**src/rtl/lgge_pkg.sv**
```systemverilog
// ----------------------------------------------------------------------------
// lgge_pkg
// Shared constants and command types of the life grid engine.
// ----------------------------------------------------------------------------
package lgge_pkg;

    // Grid geometry
    localparam int GRID_ROWS = 64;
    localparam int GRID_COLS = 64;
    localparam int ROW_AW    = $clog2(GRID_ROWS);
    localparam int COL_AW    = $clog2(GRID_COLS);
    localparam int CNT_W     = $clog2(GRID_ROWS + 1);

    // Field widths fixed by the interface
    localparam int KIND_W = 2;
    localparam int ROW_W  = 6;
    localparam int COL_W  = 6;
    localparam int CFG_W  = 7;

    // Command queue between front and back
    localparam int Q_DEPTH = 2;
    localparam int Q_PW    = $clog2(Q_DEPTH);
    localparam int Q_CW    = $clog2(Q_DEPTH + 1);

    // Input kind codes
    localparam logic [KIND_W-1:0] KIND_TOGGLE = 2'd0;
    localparam logic [KIND_W-1:0] KIND_READ   = 2'd1;
    localparam logic [KIND_W-1:0] KIND_STEP   = 2'd2;

    // Configuration register indexes
    localparam logic CFG_ROWS = 1'b0;
    localparam logic CFG_COLS = 1'b1;

    // Classified operation
    typedef enum logic [1:0] {
        OP_TOGGLE,
        OP_READ,
        OP_STEP,
        OP_NONE
    } t_op;

    typedef struct packed {
        t_op              op;
        logic [ROW_W-1:0] row;
        logic [COL_W-1:0] col;
    } t_cmd;

    // Head of the command queue as seen by the back end
    typedef struct packed {
        logic valid;
        t_cmd cmd;
    } t_q_head;

    // Back end status for the top level
    typedef struct packed {
        logic idle;
        logic sweeping;
    } t_back_stat;

endpackage

```
**src/rtl/lgge_front.sv**
```systemverilog
// ----------------------------------------------------------------------------
// lgge_front
// Accepts items, classifies them into operations and queues them.
// ----------------------------------------------------------------------------
module lgge_front (
    input  logic                       i_clk,
    input  logic                       i_rst_n,
    input  logic                       i_in_valid,
    output logic                       o_in_stall,
    input  logic [lgge_pkg::KIND_W-1:0] i_kind,
    input  logic [lgge_pkg::ROW_W-1:0]  i_row,
    input  logic [lgge_pkg::COL_W-1:0]  i_col,
    input  logic                       i_pop,
    output lgge_pkg::t_q_head          o_head,
    output logic [lgge_pkg::Q_CW-1:0]  o_count
);

    lgge_pkg::t_cmd            r_q [lgge_pkg::Q_DEPTH];
    logic [lgge_pkg::Q_PW-1:0] r_wptr;
    logic [lgge_pkg::Q_PW-1:0] r_rptr;
    logic [lgge_pkg::Q_CW-1:0] r_cnt;
    lgge_pkg::t_cmd            cls_cmd;
    logic                      on_grid;
    logic                      full;
    logic                      push;
    logic                      pop;

    // Classify the incoming item
    always_comb begin
        on_grid = (int'(i_row) < lgge_pkg::GRID_ROWS) &&
                  (int'(i_col) < lgge_pkg::GRID_COLS);
        cls_cmd.row = i_row;
        cls_cmd.col = i_col;
        case (i_kind)
            lgge_pkg::KIND_TOGGLE: cls_cmd.op = on_grid ? lgge_pkg::OP_TOGGLE : lgge_pkg::OP_NONE;
            lgge_pkg::KIND_READ:   cls_cmd.op = on_grid ? lgge_pkg::OP_READ : lgge_pkg::OP_NONE;
            lgge_pkg::KIND_STEP:   cls_cmd.op = lgge_pkg::OP_STEP;
            default:               cls_cmd.op = lgge_pkg::OP_NONE;
        endcase
    end

    assign full       = (r_cnt == lgge_pkg::Q_CW'(lgge_pkg::Q_DEPTH));
    assign o_in_stall = full;
    assign push       = i_in_valid && !full;
    assign pop        = i_pop && (r_cnt != '0);

    // Queue storage
    always_ff @(posedge i_clk) begin
        if (push) begin
            r_q[r_wptr] <= cls_cmd;
        end
    end

    // Queue pointers and fill count
    always_ff @(posedge i_clk) begin
        if (!i_rst_n) begin
            r_wptr <= '0;
            r_rptr <= '0;
            r_cnt  <= '0;
        end else begin
            if (push) begin
                r_wptr <= (int'(r_wptr) == lgge_pkg::Q_DEPTH - 1) ? '0 : r_wptr + 1'b1;
            end
            if (pop) begin
                r_rptr <= (int'(r_rptr) == lgge_pkg::Q_DEPTH - 1) ? '0 : r_rptr + 1'b1;
            end
            case ({push, pop})
                2'b10:   r_cnt <= r_cnt + 1'b1;
                2'b01:   r_cnt <= r_cnt - 1'b1;
                default: r_cnt <= r_cnt;
            endcase
        end
    end

    assign o_head.valid = (r_cnt != '0);
    assign o_head.cmd   = r_q[r_rptr];
    assign o_count      = r_cnt;

endmodule

```
**config.mk**
```make
export PLATFORM = sky130hd
export DESIGN_NAME = lgge_front
export DESIGN_NICKNAME = d
export VERILOG_FILES = /design/src/rtl/lgge_pkg.sv /design/src/rtl/lgge_front.sv
export SDC_FILE = /design/constraint.sdc
export NUM_CORES = 1
export LEC_CHECK = 0
export ABC_AREA = 1
export BUFFER_PORTS_ARGS = -buffer_cell sky130_fd_sc_hd__buf_4
export CORE_MARGIN = 10
export CORE_UTILIZATION = 35
export CTS_CLUSTER_SIZE = 12
export DETAILED_ROUTE_END_ITERATION = 10
export REMOVE_ABC_BUFFERS = 1
export SKIP_CTS_REPAIR_TIMING = 1
export SYNTH_ARGS = -nofsm -noshare
export SYNTH_HDL_FRONTEND = slang
export SYNTH_SLANG_ARGS = --single-unit
```
**constraint.sdc**
```tcl
create_clock -name i_clk -period 2.12 [get_ports i_clk]
set_clock_uncertainty 0.1 [all_clocks]
set_input_delay 0.424 -clock i_clk [delete_from_list [all_inputs] [get_ports i_clk]]
set_output_delay 0.424 -clock i_clk [all_outputs]
set_load 0.02 [all_outputs]
```
== Word-level counts from Yosys, hierarchy flattened ==
Memories as Yosys holds them, arrays and structs flattened. A register that Yosys moved wholly into a read port is not among the register bits.
Index checks and enable logic that the tools add are counted.
Word-level totals
  bits in registers: 4
  bits in writable memories: 28
  input bits: 18
  output and inout bits: 18
  memories: 1
Memories
  r_q: depth 2, width 14, rd ports 1, clocked after memory_dff 1, wr ports 1, RTL line lgge_front.sv:18  | lgge_pkg::t_cmd r_q [lgge_pkg::Q_DEPTH];
Cells by class
  add/subtract/negate cells: 4
  equality and inequality tests: 5
  muxes and demuxes: 8
  reduce and logical (&&, ||, !) cells: 6
Operators with widths (count)
  2-bit equality test (second input constant): 3
  1-bit 2-to-1 mux: 6
  2-bit one-hot mux with 3 select lines: 1
  2-bit by 1-bit equality test with 1-bit output (second input constant): 2
  2-bit one-hot mux with 2 select lines: 1
  2-bit nonzero test: 2
  1-bit adder (second input constant): 2
  2-bit by 1-bit adder with 2-bit output (second input constant): 1
  1-bit logical AND: 2
  2-bit zero test: 1
  2-bit by 1-bit subtractor with 2-bit output (second input constant): 1
  1-bit zero test: 1

== Logic depth before layout (Yosys ltp) ==
Gate-level depths: netlist of the first run.
  depth in word-level cells: 5
  depth in mapped cells: 10
  gate-level depth less buffers: 10

== Least setup slack after synthesis of the first run ==
Ideal clock, no wire load.
  path kind: register -> register
  start point: reg r_cnt (netlist bit o_count[0])
  end point: mem r_q[0][0] in the netlist's numbering (enable)
  setup time: 0.384 ns
  arrival: 1.456 ns
  required time: 1.636 ns
  slack: 0.180 ns
  stages on the path, launching flop included: 5
  clock period less this slack: 1.940 ns
  cell sequence: dfxtp_1 -> nor2_2 -> nor2_2 -> inv_1 -> nor2_1
On the way
  longest elaborated chain between the ends: 5
Ends and longest elaborated chain
  start, declared: RTL line lgge_front.sv:21  | logic [lgge_pkg::Q_CW-1:0] r_cnt;
  start signal, assigned: RTL line lgge_front.sv:68  | 2'b10: r_cnt <= r_cnt + 1'b1;
  start signal, assigned: RTL line lgge_front.sv:69  | 2'b01: r_cnt <= r_cnt - 1'b1;
  start signal, assigned: RTL line lgge_front.sv:70  | default: r_cnt <= r_cnt;
  2-bit equality test: RTL line lgge_front.sv:42  | assign full = (r_cnt == lgge_pkg::Q_CW'(lgge_pkg::Q_DEPTH));
  via o_in_stall: RTL line lgge_front.sv:9  | output logic o_in_stall,
  1-bit zero test: RTL line lgge_front.sv:44  | assign push = i_in_valid && !full;
  1-bit logical AND: RTL line lgge_front.sv:44
  1-bit 2-to-1 mux: RTL line lgge_front.sv:49  | if (push) begin
  1-bit 2-to-1 mux (implied by the code): RTL line lgge_front.sv:50  | r_q[r_wptr] <= cls_cmd;
  end, declared: RTL line lgge_front.sv:18
The timed path passes the listed nets, and every way through them passes these cells.

==> results of run 1 <==
-- worst register-to-register path, stage by stage (launching register included) --
cell     delay [ns]
dfxtp_1        0.45
nor2_2         0.09
nor2_2         0.13
nand2_1        0.08
inv_1          0.28
buf_4          0.23
-- cell families (layout without fill, tap and decap cells) --
family	Yosys count	in the layout	synth area share (%)
DFF	33	33	74.38
AOI/OAI and AO/OA	3	3	1.384
buffers and inverters	10	55	3.561
adders and majority gates	1	1	0.9890
muxes	14	14	12.46
and+or+nand+nor	22	22	7.221
-- area by class of cell --
class                      count  share of cell area (%)
clock inverter                 2                   2.012
multi-input combinational     40                   16.62
clock buffer                   6                   2.459
tap                           46                   3.428
inverter                       7                   1.565
timing repair buffer          40                   17.88
sequential                    33                   56.04
-- per-layer routing --
layer	part of all wire, %	vias up	GRT usage (%)	wire length [um]
li1	-	379	-	-
met1	37	369	8.361	928
met2	49	29	12.60	1213
met3	12	6	6.459	295
met4	1.8	0	3.697	45
met5	0	-	0	0
-- path summary, 6_finish.rpt --
| path | startpoint | endpoint | slack (ns) | cells after the start |
|---|---|---|---|---|
| setup / recovery | flip-flop | o_head[11] | 0.24 | 3 |
| hold / removal | i_row[3] | r_q[1][9]$_DFFE_PP_ | 0.17 | 1 |
| setup reg to reg | o_count[0]$_SDFFE_PN0P_ | r_q[1][12]$_DFFE_PP_ | 0.46 | 5 |
| hold reg to reg | r_wptr$_SDFFE_PN0N_ | r_wptr$_SDFFE_PN0N_ | 0.42 | 2 |
-- per-stage QoR --
| step | hold slack [ns] | total power [mW] | cell area [um^2] | utilization [%] | setup WS [ns] |
|---|---|---|---|---|---|
| 6_report | 0.1727 | 1.801 | 1679 | 49.16 | 0.2427 |
| 5_1_grt | 0.1340 | 1.919 | 1679 | 49.16 | 0.1351 |
| 4_1_cts | 0.1550 | 1.833 | 1679 | 49.16 | 0.2096 |
| 3_5_place_dp | 0.3946 | 1.381 | 1604 | 46.96 | 0.4499 |
| 3_3_place_gp | 0.3768 | 1.370 | 1604 | 46.96 | 0.4692 |
| 2_1_floorplan | 0.3515 | 1.144 | 1246 | - | 0.1798 |
-- sequential cells by signal (all words and copies together) (netlist names), named ones only --
signal / flops
o_count: 2
r_q: 28
r_rptr: 1
r_wptr: 1
-- synthesized netlist by cell type --
| master | count | share of area (%) |
|---|---|---|
| o21ai_0 | 1 | 0.40 |
| nor2_2 | 2 | 0.99 |
| inv_1 | 7 | 2.1 |
| a21oi_1 | 1 | 0.40 |
| edfxtp_1 | 28 | 66 |
| mux2_2 | 14 | 12 |
| nand3_1 | 1 | 0.40 |
| nor2_1 | 10 | 3.0 |
| clkbuf_1 | 2 | 0.59 |
| dfxtp_1 | 5 | 7.9 |
| o21a_1 | 1 | 0.59 |
| nand4_1 | 1 | 0.49 |
| nand2_1 | 8 | 2.4 |
| buf_6 | 1 | 0.89 |
| ha_1 | 1 | 0.99 |
-- where the power goes --
group	switching, mW	internal, mW	total (mW)	leakage, nW
Sequential	0.0357	0.793	0.829	0.303
Combinational	0.287	0.240	0.527	0.341
Clock	0.200	0.245	0.445	0.0399
==> summary.txt, run 1 <==
Timing
  • RSZ-0062 raised after global routing: no
  • Post-route setup TNS: 0 ns
  • Setup violations, final: 0
  • Fin crit share: 88.55%
  • Slew Limit Fails: 0
  • Fmax achieved: 0.5327 GHz
  • Endpoints failing hold: 0
  • Final min period: 1.877 ns
  • Slew headroom: 76.14%
  • Least-Margin Pin Slew: 0.3575 ns

Global routing
  • Global-route usage over all layers: 8.343%
  • Largest net degree at the start of global routing: 11
  • Initial antenna violation count: 0
  • Vias in the first global route: 831
  • First-pass GRT wire length: 4.029 mm
  • Overflow after GRT: 0

Setup path
  • Crit path buf inv count: 2
  • CP peak stage delay: 0.35 ns
  • CP top delay family: multiplexers
  • Setup CP Type: reg -> out
  • CP required: 1.60 ns
  • Sequence of cells on the critical path: buf_4 -> mux2_2 -> buf_4
  • CP most frequent cell: buf_4
  • Worst-path fanout max: 8
  • Worst setup EP type: output pin
  • Worst EP arrival: 1.35 ns
  • Setup crit start kind: flip-flop
  • Slowest cell on crit path: mux2_2

Die
  • # rows: 21
  • Die X: 80.12 um
  • Die H: 80.12 um
  • DIE AREA: 0.006419 mm^2
  • Starting Density: 37.03%
  • Io pins: 36
  • Core ar.: 0.003416 mm^2

Finish
  • Synth-to-Final Area Change: 32.74%
  • Multi-input gate area: 279.0 um^2
  • Diodes inserted: 0
  • Finished Layout Cells: 174
  • Commonest non-fill, non-tap cells in the layout: buf_4, edfxtp_1, mux2_2
  • FF/Latch Area: 940.9 um^2
  • Filler cell count: 317
  • Most common cell after layout, fill and taps aside: buf_4
  • Layout cell share with drive strength beyond 1: 48.44%
  • Layout Nets: 146

Logic synthesis
  • Post-synthesis cell area: 0.001265 mm^2
  • Syn Inst Count: 83
  • Avg Cell Area, Syn: 15.24 um^2
  • Seq/Total Area, Yosys: 74.38%
  • Post-synth cell types: 15
  • FF+latch count, synth: 33
  • Yosys warnings: 0

Clocking
  • CTS buffer count: 5
  • CTS tree: built
  • # clock sinks: 33
  • CTS clk-pin slew, worst paths: 0.10 ns
  • Clock buffer depth: 2
  • Clk_lat worst skew: 0.33 ns
  • Htree depth: 2
  • Root Buffer: clkbuf_4

Hold path
  • HP Class: in -> reg

Drt
  • Iteration-0 DRC count of the detailed router: 44
  • ANT nets after route: 0
  • Router iterations before antenna repair: 4
  • Via Count: 783
  • Routed wire length: 2.482 mm
  • DR vias/cell: 4.500
  • DR WL/cell: 14.26 um
  • Drt drc: 0

Run status
  • Status: completed

Placed design
  • DP Wirelength: 1.889 mm
  • Routability cong.: 0.8175
  • Port buffer count: 35
  • Placed cells: 166

Power and ir drop
  • Worst VDD drop: 0.5883 mV
  • Pleak: 0.6843 nW
  • PwrDens: 1072 mW/mm^2

Job
  • Maxcap violations: 0
(Power assumes the default switching activity.)
==> inputs of run 2 (changes only) <==
Settings changed: CORE_MARGIN 10 to not set.
==> run 2 against run 1 <==
  * Worst hold slack better by 0.011 ns
  * Critical path depth unchanged
  * Via count is 4.3% lower
  * Largest cell class unchanged
==> summary.txt, run 2 (same netlist as run 1, synthesis figures left out) <==
Placed design
  • Routability cong.: 0.7056 (-14%)
  • Port buffer count: 35 (unchanged)
  • Placed cells: 164 (-1.2%)
  • DP Wirelength: 1.435 mm (-24%)

Die
  • Starting Density: 37.32% (+0.29 points)
  • Io pins: 36 (unchanged)
  • Core ar.: 0.003390 mm^2 (-0.77%)
  • Die H: 62.12 um (-22%)
  • # rows: 21 (unchanged)
  • Die X: 62.12 um (-22%)
  • DIE AREA: 0.003859 mm^2 (-40%)

Finish
  • Layout cell share with drive strength beyond 1: 47.20% (-1.2 points)
  • Commonest non-fill, non-tap cells in the layout: buf_4, edfxtp_1, mux2_2
  • Finished Layout Cells: 171 (-1.7%)
  • Most common cell after layout, fill and taps aside: buf_4
  • Layout Nets: 144 (-1.4%)
  • Final core utilization: 48.58% (-0.58 points)
  • Largest Register: r_q
  • Number of flip-flops in the largest register: 28 (unchanged)
  • Synth-to-Final Area Change: 30.17%
  • Diodes inserted: 0 (unchanged)

Setup path
  • Slowest cell on crit path: dfxtp_1
  • CP top delay family: flip-flops
  • Crit path buf inv count: 2 (unchanged)
  • Setup crit start kind: flip-flop
  • Worst-path fanout max: 11 (+3)
  • Reg2reg setup slack: 0.53 ns (+0.07 ns)
  • Worst EP arrival: 1.42 ns (+0.07 ns)
  • CP peak stage delay: 0.44 ns (+0.09 ns)
  • CP required: 1.60 ns (about the same)
  • Setup CP Type: reg -> out
  • Sequence of cells on the critical path: buf_12 -> mux2_2 -> buf_4
  • Worst setup EP type: output pin

Clocking
  • Htree depth: 2 (unchanged)
  • CTS buffer count: 5 (unchanged)
  • CTS tree: built
  • Clock buffer depth: 2 (unchanged)
  • Root Buffer: clkbuf_4
  • Clk_lat worst skew: 0.32 ns (about the same)
  • # clock sinks: 33 (unchanged)
  • CTS clk-pin slew, worst paths: 0.09 ns (about the same)

Drt
  • DR WL/cell: 11.55 um (-19%)
  • Drt drc: 0 (unchanged)
  • ANT nets after route: 0 (unchanged)
  • Via Count: 749 (-4.3%)
  • Iteration-0 DRC count of the detailed router: 34 (-23%)
  • Routed wire length: 1.975 mm (-20%)
  • Router iterations before antenna repair: 4 (unchanged)
  • DR vias/cell: 4.380 (-2.7%)

Run status
  • Status: completed

Power and ir drop
  • Pleak: 0.6629 nW (-3.1%)
  • PwrDens: 999.1 mW/mm^2 (-6.8%)
  • Worst VDD drop: 0.4514 mV (-23%)

Global routing
  • Overflow after GRT: 0 (unchanged)
  • Vias in the first global route: 809 (-2.6%)
  • Initial antenna violation count: 0 (unchanged)
  • Global-route usage over all layers: 11.80% (+3.5 points)
  • First-pass GRT wire length: 3.381 mm (-16%)
  • Largest net degree at the start of global routing: 15 (+4)

Timing
  • Fmax achieved: 0.5137 GHz (-3.6%)
  • Slew Limit Fails: 0 (unchanged)
  • Post-route setup TNS: 0 ns (unchanged)
  • Setup violations, final: 0 (unchanged)
  • Fin crit share: 91.82% (+3.3 points)
  • Least-Margin Pin Slew: 0.5328 ns (+0.1753 ns)
  • Endpoints failing hold: 0 (unchanged)
  • Final min period: 1.947 ns (+0.06926 ns)
  • RSZ-0062 raised after global routing: no
  • Slew headroom: 64.44% (-12 points)

Job
  • Maxcap violations: 0 (unchanged)

Hold path
  • HP Class: in -> reg
run 2: metal layers:
layer	global-route usage (%)	vias up	routed length (um)
met5	0	-	0
met4	6.977	0	41
met3	4.044	6	137
met2	20.88	29	1020
met1	11.94	338	776
li1	-	376	-
run 2: worst paths after layout:
kind                      startpoint              endpoint  depth (start not counted)
max                        flip-flop            o_head[13]                          3
max reg2reg  o_count[0]$_SDFFE_PN0P_   r_q[1][3]$_DFFE_PP_                          4
min                        i_kind[1]  r_q[0][13]$_DFFE_PP_                          1
min reg2reg      r_rptr$_SDFFE_PN0P_             flip-flop                          2
run 2: final cells by class:
cell class | count | area (um^2)
clock buffer | 6 | 41.29
fill | 309 | 1743
clock inverter | 1 | 3.754
timing repair buffer | 38 | 297.8
sequential | 33 | 940.9
inverter | 7 | 26.28
multi-input combinational | 40 | 279.0
tap | 46 | 57.56
run 2: report_power, final:
part	total [mW]	internal (mW)	switching, mW
Combinational	0.516	0.243	0.273
Sequential	0.834	0.794	0.0404
Clock	0.295	0.120	0.175
Total	1.65	1.16	0.489
run 2: through the flow:
stage | instance area, um^2 | hold WS [ns] | worst slack [ns] | power (mW)
final | 1647 | 0.1840 | 0.1734 | 1.645
after global routing | 1647 | 0.1616 | 0.06733 | 1.744
after detailed placement | 1602 | 0.3738 | 0.4466 | 1.372
after global placement | 1602 | 0.3776 | 0.4677 | 1.362
after CTS | 1647 | 0.1657 | 0.1392 | 1.674
after floorplan | 1246 | 0.3515 | 0.1798 | 1.144
